$ cat config.mk
export PLATFORM = sky130hd
export DESIGN_NAME = qte_isqrt
export DESIGN_NICKNAME = d
export VERILOG_FILES = /design/src/rtl/core/qte_pkg.sv /design/src/rtl/core/qte_isqrt.sv
export SDC_FILE = /design/constraint.sdc
export NUM_CORES = 1
export LEC_CHECK = 0
export BUFFER_PORTS_ARGS = -buffer_cell sky130_fd_sc_hd__buf_4
export CAP_MARGIN = 20
export CORE_UTILIZATION = 45
export DETAILED_ROUTE_END_ITERATION = 8
export SLEW_MARGIN = 20
export SYNTH_ARGS = -nofsm -noshare
export SYNTH_HDL_FRONTEND = slang
export SYNTH_SLANG_ARGS = --single-unit
$ cat constraint.sdc
create_clock -name clk_i -period 3.65 [get_ports clk_i]
set_clock_uncertainty 0.15 [all_clocks]
set_input_delay 0.5475 -clock clk_i [delete_from_list [all_inputs] [get_ports clk_i]]
set_output_delay 0.5475 -clock clk_i [all_outputs]
set_load 0.03 [all_outputs]
$ cat src/rtl/core/qte_pkg.sv
`timescale 1ns / 1ps
`default_nettype none
package qte_pkg;

  localparam int CordicStagesDef = 16;
  localparam int FracBitsDef     = 14;
  localparam int ZW              = 36;

  typedef struct packed {
    logic signed [15:0] quat_x;
    logic signed [15:0] quat_y;
    logic signed [15:0] quat_z;
    logic signed [15:0] quat_w;
  } qte_in_t;

  typedef struct packed {
    logic signed [14:0] angle_x;
    logic signed [15:0] angle_y;
    logic signed [15:0] angle_z;
    logic               gimbal_locked;
  } qte_out_t;

  function automatic logic signed [ZW-1:0] atan_entry(input int i);
    logic signed [ZW-1:0] r;
    case (i)
      0: r = 36'sd294912000;  1: r = 36'sd174096719;  2: r = 36'sd91987925;
      3: r = 36'sd46694507;   4: r = 36'sd23437865;   5: r = 36'sd11730358;
      6: r = 36'sd5866610;    7: r = 36'sd2933484;    8: r = 36'sd1466764;
      9: r = 36'sd733385;     10: r = 36'sd366693;    11: r = 36'sd183346;
      12: r = 36'sd91673;     13: r = 36'sd45837;     14: r = 36'sd22918;
      15: r = 36'sd11459;     16: r = 36'sd5730;      17: r = 36'sd2865;
      18: r = 36'sd1432;      19: r = 36'sd716;       20: r = 36'sd358;
      21: r = 36'sd179;       22: r = 36'sd90;        23: r = 36'sd45;
      default: r = '0;
    endcase
    return r;
  endfunction

endpackage
`default_nettype wire

$ cat src/rtl/core/qte_isqrt.sv
`timescale 1ns / 1ps
`default_nettype none
// Pipelined restoring square root, one result bit per stage.
module qte_isqrt import qte_pkg::*; #(
  parameter int NW = 36,
  parameter int DW = 24
) (
  input  wire logic          clk_i,
  input  wire logic          rst_ni,
  input  wire logic          valid_i,
  input  wire logic [NW-1:0] n_i,
  input  wire logic [DW-1:0] data_i,
  output logic               valid_o,
  output logic [NW/2-1:0]    root_o,
  output logic [DW-1:0]      data_o
);
  localparam int RW = NW / 2;

  logic [RW:0]     v_q;
  logic [NW-1:0]   n_q [RW+1];
  logic [NW-1:0]   r_q [RW+1];
  logic [DW-1:0]   d_q [RW+1];

  assign v_q[0] = valid_i;
  assign n_q[0] = n_i;
  assign r_q[0] = '0;
  assign d_q[0] = data_i;

  for (genvar k = 0; k < RW; k++) begin : g_bit
    localparam logic [NW-1:0] Bit = NW'(1) << (NW - 2 - 2 * k);
    always_ff @(posedge clk_i or negedge rst_ni) begin
      if (!rst_ni) begin
        v_q[k+1] <= 1'b0;
      end else begin
        v_q[k+1] <= v_q[k];
      end
    end
    always_ff @(posedge clk_i) begin
      d_q[k+1] <= d_q[k];
      if (n_q[k] >= r_q[k] + Bit) begin
        n_q[k+1] <= n_q[k] - (r_q[k] + Bit);
        r_q[k+1] <= (r_q[k] >> 1) + Bit;
      end else begin
        n_q[k+1] <= n_q[k];
        r_q[k+1] <= r_q[k] >> 1;
      end
    end
  end

  assign valid_o = v_q[RW];
  assign root_o  = r_q[RW][RW-1:0];
  assign data_o  = d_q[RW];
endmodule
`default_nettype wire

==> results.md <==
* DRC violations left at 0
* Filler cell count at 7213
* Synth area leaders: dfxtp_1, ha_1, xor2_1
* PD cells at 820 nW/um^2
* GRT Residual Overflow at 0
* Flop2flop setup slack at 200 ps
* Total clock sinks at 1233
* Commonest non-fill, non-tap cells in the layout: dfxtp_1, inv_1, ha_1
* Worst slew pin tran at 829 ps
* Worst-path cell chain: or4_4 -> or4_4 -> or3_1 -> or3_1 -> a2111o_1 -> nand3b_2 -> nor4_1 -> xor2_1
* Post-synthesis cell count at 3289
* Yosys top cell by area: dfxtp_1
* WS Path Type: reg -> reg
* Slowest stage delay, CP at 640 ps
* Die height at 293 um
* Via-to-Cell Ratio at 4.67
* Mapped Area at 38100 um^2
* Root Driver: clkbuf_16
* R2R Path Start: n_q[242]
* Number of synthesized flops with an enable pin at 0
* Max clock buf depth at 3
* Worst slew margin at 0.433
* Share of the synthesized area in the top cell type at 0.638
* WP data arrival at 3850 ps
* ANT nets after route at 0
* Total power at 0.0368 W
* Hold Crit Class: in -> async
* 1st-pass router iterations at 5
* Final Critical Period at 3450 ps
* Async SR Flop Fraction at 0.0146
* Cell Rows at 106
* CP Data Required Time at 4050 ps
* YS warnings at 0
* Routed WL at 64600 um
* Crit path max fanout at 13
* Register area at 24800 um^2
* Clock slew at reported path FFs at 60 ps
* Vias in the first global route at 22166
* Status: complete, no violations
* First-pass GRT wire length at 105000 um
* Worst R2R End: n_q[210]
* DIE WIDTH at 293 um
* Period Utilization, post-route at 0.944
* Critical Path Stages at 8
* Max Clk Rate at 290 MHz
* Peak supply drop at 0.000428 V
* Port Buf Inserts at 105
* Worst Setup Start Kind: register
* Family with the most delay on the worst path: simple AND/OR/NAND/NOR gates
* CTS H-Tree Depth at 3
* Post-synthesis cell type count at 72
* Mapped Nets at 3537
* Via count at 22190
* Endpoint type of the worst setup path: register
* Cts bufs inserted at 117
* Critical path's slowest cell: a2111o_1
* Sequential area share after synthesis at 0.650
* Dpl hpwl at 47000 um
* Starting Density at 0.456
* Reg2reg path depth at 8
* Final hold vios at 0
* Routability cong. at 0.902
* Commonest non-fill, non-tap cell in the layout: dfxtp_1
* Global-route usage over all layers at 0.151
* RSZ-0062 raised after global routing: false
* DR iter-0 viols at 913
* Largest net degree at the start of global routing at 31
* Max-Cap Viols at 0
* Area growth syn-to-layout at 17.6%
* # resized after CTS at 0
* Bufs and invs on worst path at 0
* Core ar. at 83700 um^2
* Num ports at 106
* Antenna violations before repair at 1
* Dominant synthesized flop cell: dfxtp_1
* Syn avg cell area at 11.6 um^2
* Final nets at 3773
* Clock latency on the worst-skew pair at 700 ps
* Share of cells above drive strength 1 at 0.107
* Routed len/inst at 13.6 um
* Total Neg Setup Slack at 0 ps
* Seq cells post-synth at 1233
* CTS tree: yes
* LEAKAGE at 20.1 nW
* Die ar. at 85900 um^2
* Max Slew Vio Count at 0
* Final setup vio count at 0
* Area taken by multi-input logic gates at 12000 um^2
[synthesized netlist by cell type, types with 9 or more instances]
cell and instances:
a21oi_1 124, clkbuf_1 38, or3_1 26, or2_2 13
nand4b_1 12, a211oi_1 18, nor3_1 90, a211o_1 9
or4_1 18, nor4b_1 13, a21o_1 39, a31oi_1 17
and3_1 10, buf_4 42, dfrtp_1 18, o21bai_1 11
o211ai_1 10, o21a_1 49, nand2b_1 35, o31ai_1 20
dfxtp_1 1215, xnor2_1 100, nor2_1 166, nor4_1 99
nand2_1 173, inv_1 233, nor2b_1 20, nand4_1 29
ha_1 185, nand3b_1 9, o21ai_0 140, xor2_1 153
mux2_2 20, nand3_1 34
[state kept, by name, summed over array words and instances, names as in the netlist]
register / flops
d_q: 408
data_o: 24
n_q: 612
r_q: 153
root_o: 18
v_q: 17
valid_o: 1
[power breakdown]
group	switching (W)	total [W]	leakage [nW]	internal, W
clock	0.00496	0.0122	1.98	0.00723
combinational	0.00389	0.00728	7.68	0.00339
sequential	0.00147	0.0173	10.4	0.0158
total	0.0103	0.0368	20.1	0.0264
[area by class of cell]
cell class	count	share of cell area
Inverter	233	0.0195
Antenna cell	1	0.0000558
Tap cell	1134	0.0316
Multi-Input combinational cell	1737	0.268
Clock buffer	153	0.0735
Sequential cell	1233	0.553
Clock inverter	59	0.0169
Timing Repair Buffer	203	0.0375
[cell families (layout without fill, tap and decap cells)]
logic type / Yosys count / in the layout / share of synthesized area
other: 0 / 1 / 0
DFF: 1233 / 1233 / 0.650
xor gates and xnor gates: 253 / 253 / 0.0581
AOI/OAI and AO/OA: 492 / 492 / 0.0810
buffers and inverters: 319 / 648 / 0.0358
and+or+nand+nor: 778 / 778 / 0.106
muxes: 29 / 29 / 0.00837
adders and majority gates: 185 / 185 / 0.0607
[layer usage]
layer,vias up,share of wire,global-route usage
met1,10072,0.39,0.149
met5,-,0,0
li1,11643,-,-
met3,153,0.034,0.0272
met4,0,0.041,0.0799
met2,322,0.53,0.295
[timing repair]
action                    4_1_cts  5_1_grt
hold endpoints to repair       80        0
hold buffers                   63        0
setup buffers                   0        0
[how the worst max path moves through the flow]
stage	startpoint	end
floorplan	n_q[242]	n_q[210]
global placement	n_q[242]	n_q[210]
detailed placement	n_q[242]	n_q[210]
CTS	n_q[242]	n_q[210]
global route	r_q[152]	n_q[135]
finish	n_q[242]	n_q[210]
[stage by stage]
step | setup slack, ps | hold slack (ps) | std cells | util | instance area (um^2)
finish | 204 | 113 | 4753 | 0.536 | 44800
global route | 74.0 | 87.4 | 4753 | 0.536 | 44800
CTS | 185 | 50.8 | 4752 | 0.536 | 44800
detailed placement | 197 | 162 | 4477 | 0.480 | 40200
global placement | 217 | 159 | 4477 | 0.480 | 40200
floorplan | 554 | 102 | 3289 | - | 38100
Note: power is estimated with default switching activity, not from simulation.
