$ cat config.mk
export PLATFORM = sky130hd
export DESIGN_NAME = qte_cordic
export DESIGN_NICKNAME = d
export VERILOG_FILES = /design/src/rtl/core/qte_pkg.sv /design/src/rtl/core/qte_cordic.sv
export SDC_FILE = /design/constraint.sdc
export NUM_CORES = 2
export LEC_CHECK = 0
export ABC_AREA = 0
export BUFFER_PORTS_ARGS = -buffer_cell sky130_fd_sc_hd__buf_2
export CAP_MARGIN = 20
export CELL_PAD_IN_SITES_DETAIL_PLACEMENT = 1
export CELL_PAD_IN_SITES_GLOBAL_PLACEMENT = 2
export CORE_UTILIZATION = 30
export DETAILED_ROUTE_END_ITERATION = 8
export HOLD_SLACK_MARGIN = 0.05
export PLACE_DENSITY_LB_ADDON = 0.25
export REMOVE_ABC_BUFFERS = 1
export SYNTH_ARGS = -nofsm -noshare
export SYNTH_HDL_FRONTEND = slang
export SYNTH_SLANG_ARGS = --single-unit
$ cat constraint.sdc
create_clock -name clk_i -period 6.5 [get_ports clk_i]
set_input_delay 1.625 -clock clk_i [delete_from_list [all_inputs] [get_ports clk_i]]
set_output_delay 1.625 -clock clk_i [all_outputs]
set_load 0.005 [all_outputs]
$ cat src/rtl/core/qte_pkg.sv
`timescale 1ns / 1ps
`default_nettype none
package qte_pkg;

  localparam int CordicStagesDef = 16;
  localparam int FracBitsDef     = 14;
  localparam int ZW              = 36;

  typedef struct packed {
    logic signed [15:0] quat_x;
    logic signed [15:0] quat_y;
    logic signed [15:0] quat_z;
    logic signed [15:0] quat_w;
  } qte_in_t;

  typedef struct packed {
    logic signed [14:0] angle_x;
    logic signed [15:0] angle_y;
    logic signed [15:0] angle_z;
    logic               gimbal_locked;
  } qte_out_t;

  function automatic logic signed [ZW-1:0] atan_entry(input int i);
    logic signed [ZW-1:0] r;
    case (i)
      0: r = 36'sd294912000;  1: r = 36'sd174096719;  2: r = 36'sd91987925;
      3: r = 36'sd46694507;   4: r = 36'sd23437865;   5: r = 36'sd11730358;
      6: r = 36'sd5866610;    7: r = 36'sd2933484;    8: r = 36'sd1466764;
      9: r = 36'sd733385;     10: r = 36'sd366693;    11: r = 36'sd183346;
      12: r = 36'sd91673;     13: r = 36'sd45837;     14: r = 36'sd22918;
      15: r = 36'sd11459;     16: r = 36'sd5730;      17: r = 36'sd2865;
      18: r = 36'sd1432;      19: r = 36'sd716;       20: r = 36'sd358;
      21: r = 36'sd179;       22: r = 36'sd90;        23: r = 36'sd45;
      default: r = '0;
    endcase
    return r;
  endfunction

endpackage
`default_nettype wire

$ cat src/rtl/core/qte_cordic.sv
`timescale 1ns / 1ps
`default_nettype none
// Pipelined vectoring CORDIC, one rotation per register stage.
module qte_cordic import qte_pkg::*; #(
  parameter int Stages = CordicStagesDef,
  parameter int VW     = 24,
  parameter int Lim    = 18000,
  parameter int SW     = 4
) (
  input  wire logic                 clk_i,
  input  wire logic                 rst_ni,
  input  wire logic                 valid_i,
  input  wire logic signed [VW-1:0] y_i,
  input  wire logic signed [VW-1:0] x_i,
  input  wire logic [SW-1:0]        side_i,
  output logic                      valid_o,
  output logic signed [16:0]        angle_o,
  output logic [SW-1:0]             side_o
);
  localparam int XW = VW + 2;
  localparam int Ns = (Stages < 24) ? Stages : 24;

  logic [Ns:0]                 v_q;
  logic [Ns:0]                 zr_q;
  logic signed [XW-1:0]        x_q [Ns+1];
  logic signed [XW-1:0]        y_q [Ns+1];
  logic signed [ZW-1:0]        z_q [Ns+1];
  logic [SW-1:0]               s_q [Ns+2];
  logic                        v2_q;
  logic signed [16:0]          a_q;

  // Entry stage: zero vector and left half-plane handling.
  always_ff @(posedge clk_i or negedge rst_ni) begin
    if (!rst_ni) begin
      v_q[0] <= 1'b0;
    end else begin
      v_q[0] <= valid_i;
    end
  end

  always_ff @(posedge clk_i) begin
    s_q[0]  <= side_i;
    zr_q[0] <= (x_i == '0) && (y_i == '0);
    if (x_i < 0) begin
      x_q[0] <= -XW'(x_i);
      y_q[0] <= -XW'(y_i);
      z_q[0] <= (y_i >= 0) ? ZW'(64'sd1179648000) : -ZW'(64'sd1179648000);
    end else begin
      x_q[0] <= XW'(x_i);
      y_q[0] <= XW'(y_i);
      z_q[0] <= '0;
    end
  end

  for (genvar i = 0; i < Ns; i++) begin : g_stage
    always_ff @(posedge clk_i or negedge rst_ni) begin
      if (!rst_ni) begin
        v_q[i+1] <= 1'b0;
      end else begin
        v_q[i+1] <= v_q[i];
      end
    end
    always_ff @(posedge clk_i) begin
      s_q[i+1]  <= s_q[i];
      zr_q[i+1] <= zr_q[i];
      if (y_q[i] >= 0) begin
        x_q[i+1] <= x_q[i] + (y_q[i] >>> i);
        y_q[i+1] <= y_q[i] - (x_q[i] >>> i);
        z_q[i+1] <= z_q[i] + atan_entry(i);
      end else begin
        x_q[i+1] <= x_q[i] - (y_q[i] >>> i);
        y_q[i+1] <= y_q[i] + (x_q[i] >>> i);
        z_q[i+1] <= z_q[i] - atan_entry(i);
      end
    end
  end

  // Round to hundredths and clamp. A zero vector gives a zero angle.
  logic signed [ZW-1:0] r_w;
  assign r_w = (z_q[Ns] + ZW'(32768)) >>> 16;

  always_ff @(posedge clk_i or negedge rst_ni) begin
    if (!rst_ni) begin
      v2_q <= 1'b0;
    end else begin
      v2_q <= v_q[Ns];
    end
  end

  always_ff @(posedge clk_i) begin
    s_q[Ns+1] <= s_q[Ns];
    if (zr_q[Ns])             a_q <= '0;
    else if (r_w > ZW'(Lim))  a_q <= 17'(Lim);
    else if (r_w < -ZW'(Lim)) a_q <= -17'(Lim);
    else                      a_q <= r_w[16:0];
  end

  assign valid_o = v2_q;
  assign angle_o = a_q;
  assign side_o  = s_q[Ns+1];
endmodule
`default_nettype wire

==> summary.md <==
| Metric | Value |
|---|---|
| Register area share after synthesis | 29.67% |
| Initial Util | 30.17% |
| Async S/R FF share, synth | 1.281% |
| CP Class | flop to flop |
| CP Cell Sequence | or4_1, o41ai_1, xnor2_1, ha_1, nand3_1, a211oi_1, nand4_1, o221ai_1, and2_1, nor2_1, o31ai_1, a21oi_1, a2111oi_0, o21a_1, nor2_1, xnor2_1 |
| I/O Pins | 77 |
| Port bufs | 76 |
| Mapped cell area | 95100 um^2 |
| Setup violations, final | 0 |
| Commonest non-fill, non-tap cell in the layout | dfxtp_1 |
| GRT Util Overall | between 10% and 20% |
| Clock slew at reported path FFs | 0.06 ns |
| Sequential cell area | 28240 um^2 |
| Commonest cells after routing, fill and taps aside | 1372 x dfxtp_1, 1161 x ha_1, 999 x xnor2_1 |
| Num CTS Buffers | 182 |
| Max-Cap Viols | 0 |
| Final-layout fill cell count | 36860 |
| Status | completed |
| Setup bufs post-CTS | 0 |
| Layout cells sized above 1 | 4.852% |
| Vias per cell | 5.072 |
| CTS tree | done |
| GP Congestion | 0.8420 |
| Initial antenna violation count | 5 |
| CTS max path bufs | 4 |
| Clock Latency Late Sink | roughly 0.86 ns |
| CP endpoint kind | flop |
| Worst-path fanout max | 4 |
| CTS root buf | clkbuf_16 |
| Slew @ Worst Pin | approximately 0.96 ns |
| CP max stage delay | 0.77 ns |
| Post-synth top flop | dfxtp_1 |
| ANT nets after route | 0 |
| Largest net degree at the start of global routing | 71 |
| Cell Rows | 206 |
| Final hold vios | 0 |
| # resized after CTS | 0 |
| CP Data Arrival Time | 5.64 ns |
| Syn Inst Count | ~11000 |
| Clock sink count | 1405 |
| Final min period | 4.911 ns |
| Routed len/inst | 17.90 um |
| Worst rel slew slack | 35.48% |
| Core area | 315200 um^2 |
| Critical Path Source Type | flop |
| Hold WC Path Type | flop to flop |
| Area of the multi-input gates | 64090 um^2 |
| Max Slew Vio Count | 0 |
| Synth cell types | 108 |
| First-pass GRT wire length | 450400 um |
| First-pass DRT Iterations | 5 |
| Buffers & Inverters on Critical Path | 0 |
| Area growth syn-to-layout | 12.19% |
| Vias in the first global route | 82730 |
| Post-synth EDFFs | 0 |
| CP max-delay cell | a2111oi_0 |
| Part of the cycle the worst path needs | 75.56% |
| CP top delay family | compound AO/OA/AOI/OAI gates |
| First-iteration detailed-routing DRC count | 3224 |
| Routed WL | 279700 um |
| # DRC | 0 |
| Total gr overflow | 0 |
| Setup TNS | 0 ns |
| Post-DP HPWL | 227200 um |
| Via count | 79230 |
| Die area | 319300 um^2 |
| RSZ-0062 raised after global routing | no |
| Worst hold slack | approximately 0.32 ns |
| Die Span X | 565.0 um |
| Ys Warns | 0 |
| Final nets | 12570 |
| Setup Skew | between 0.05 and 0.06 ns |
| CTS Hold Buffers Added | 0 |
| H-tree Lvls | 4 |
| Register bit total from synthesis | 1405 |
| Die height | 565.0 um |
| Maximum clock frequency | 203.6 MHz |
| Req. time, crit path | slightly above 7 ns |
| Avg Cell Area, Syn | 8.511 um^2 |
==> cells by family after synthesis <==
kind of cell | Yosys count | synth area share (%)
simple gates | 3116 | 15.84
compound gates | 3077 | 20.72
xor+xnor | 1505 | 13.86
flops | 1405 | 29.67
fa+ha+maj | 1205 | 16.13
buf+inv | 815 | 3.251
mux | 49 | 0.5184
other cells | 1 | 0.003943
==> flip-flops by register name, summed over array words and instances (netlist names) <==
signal	flops
z_q	515
y_q	391
x_q	375
s_q	72
angle_o	17
v_q	17
zr_q	17
valid_o	1
==> layout make-up <==
cell class,count,area share (%)
diodes,3,0.007037
clock buffers,238,4.787
clock inverters,91,1.141
inverters,582,2.048
multi-input cells,9032,60.07
flip-flops and latches,1405,26.47
well taps,4160,4.879
repair buffers,111,0.6005
==> final timing paths <==
check                            start     endpoint  slack [ns]  cells past startpoint
max                        y_q[13][20]  x_q[14][25]        1.59                     16
min                            zr_q[0]      zr_q[1]        0.32                      0
max reg2reg                y_q[13][20]  x_q[14][25]        1.59                     16
min reg2reg                    zr_q[0]      zr_q[1]        0.32                      0
max in group asynchronous       rst_ni       v_q[2]        5.55                      1
min in group asynchronous       rst_ni       v_q[0]        0.67                      1
==> worst register-to-register path: cells and delay by family (launching register included) <==
family          cells  cell delay [ns]
compound gates      7             2.71
simple gates        6             1.18
flops               1             0.36
fa+ha+maj           1             0.32
xor+xnor            2             0.25
==> per-stage QoR <==
stage,cells,utilization (%),setup WS [ns],area (um^2)
finish,15620,33.84,1.589,106700
global route,15620,33.84,1.079,106700
CTS,15620,33.84,1.554,106700
detailed placement,15290,31.83,1.568,100400
global placement,15290,31.83,1.550,100400
floorplan,11020,-,0.1828,94490
==> metal layers <==
layer  GRT usage (%)  wire (um)  vias to the layer above
met5               0          0                        -
met2           30.18     132400                      674
met3           1.966       7050                      333
met4           3.832       5905                        0
met1           22.38     134300                    38220
li1                -          -                    40010
==> synthesized netlist by cell type (all sizes together) (86+ instances only) <==
master	n	share of area, %
a21boi	90	0.71
a21o	358	2.8
a21oi	882	4.7
a31oi	102	0.70
and3	107	0.70
clkbuf	197	0.78
dfxtp	1387	29
ha	1161	15
inv	579	2.3
nand2	782	3.1
nand2b	193	1.3
nand3	211	1.1
nor2	875	3.5
nor2b	174	1.1
nor3	240	1.3
nor4	86	0.57
o21a	139	1.1
o21ai	691	3.6
o21bai	134	1.1
o31ai	161	1.3
or3	125	0.82
xnor2	999	9.2
xor2	506	4.7
Power is left out: the tool's default activity adds up to more than one toggle a clock period on the data nets, which glitch-free logic cannot reach.
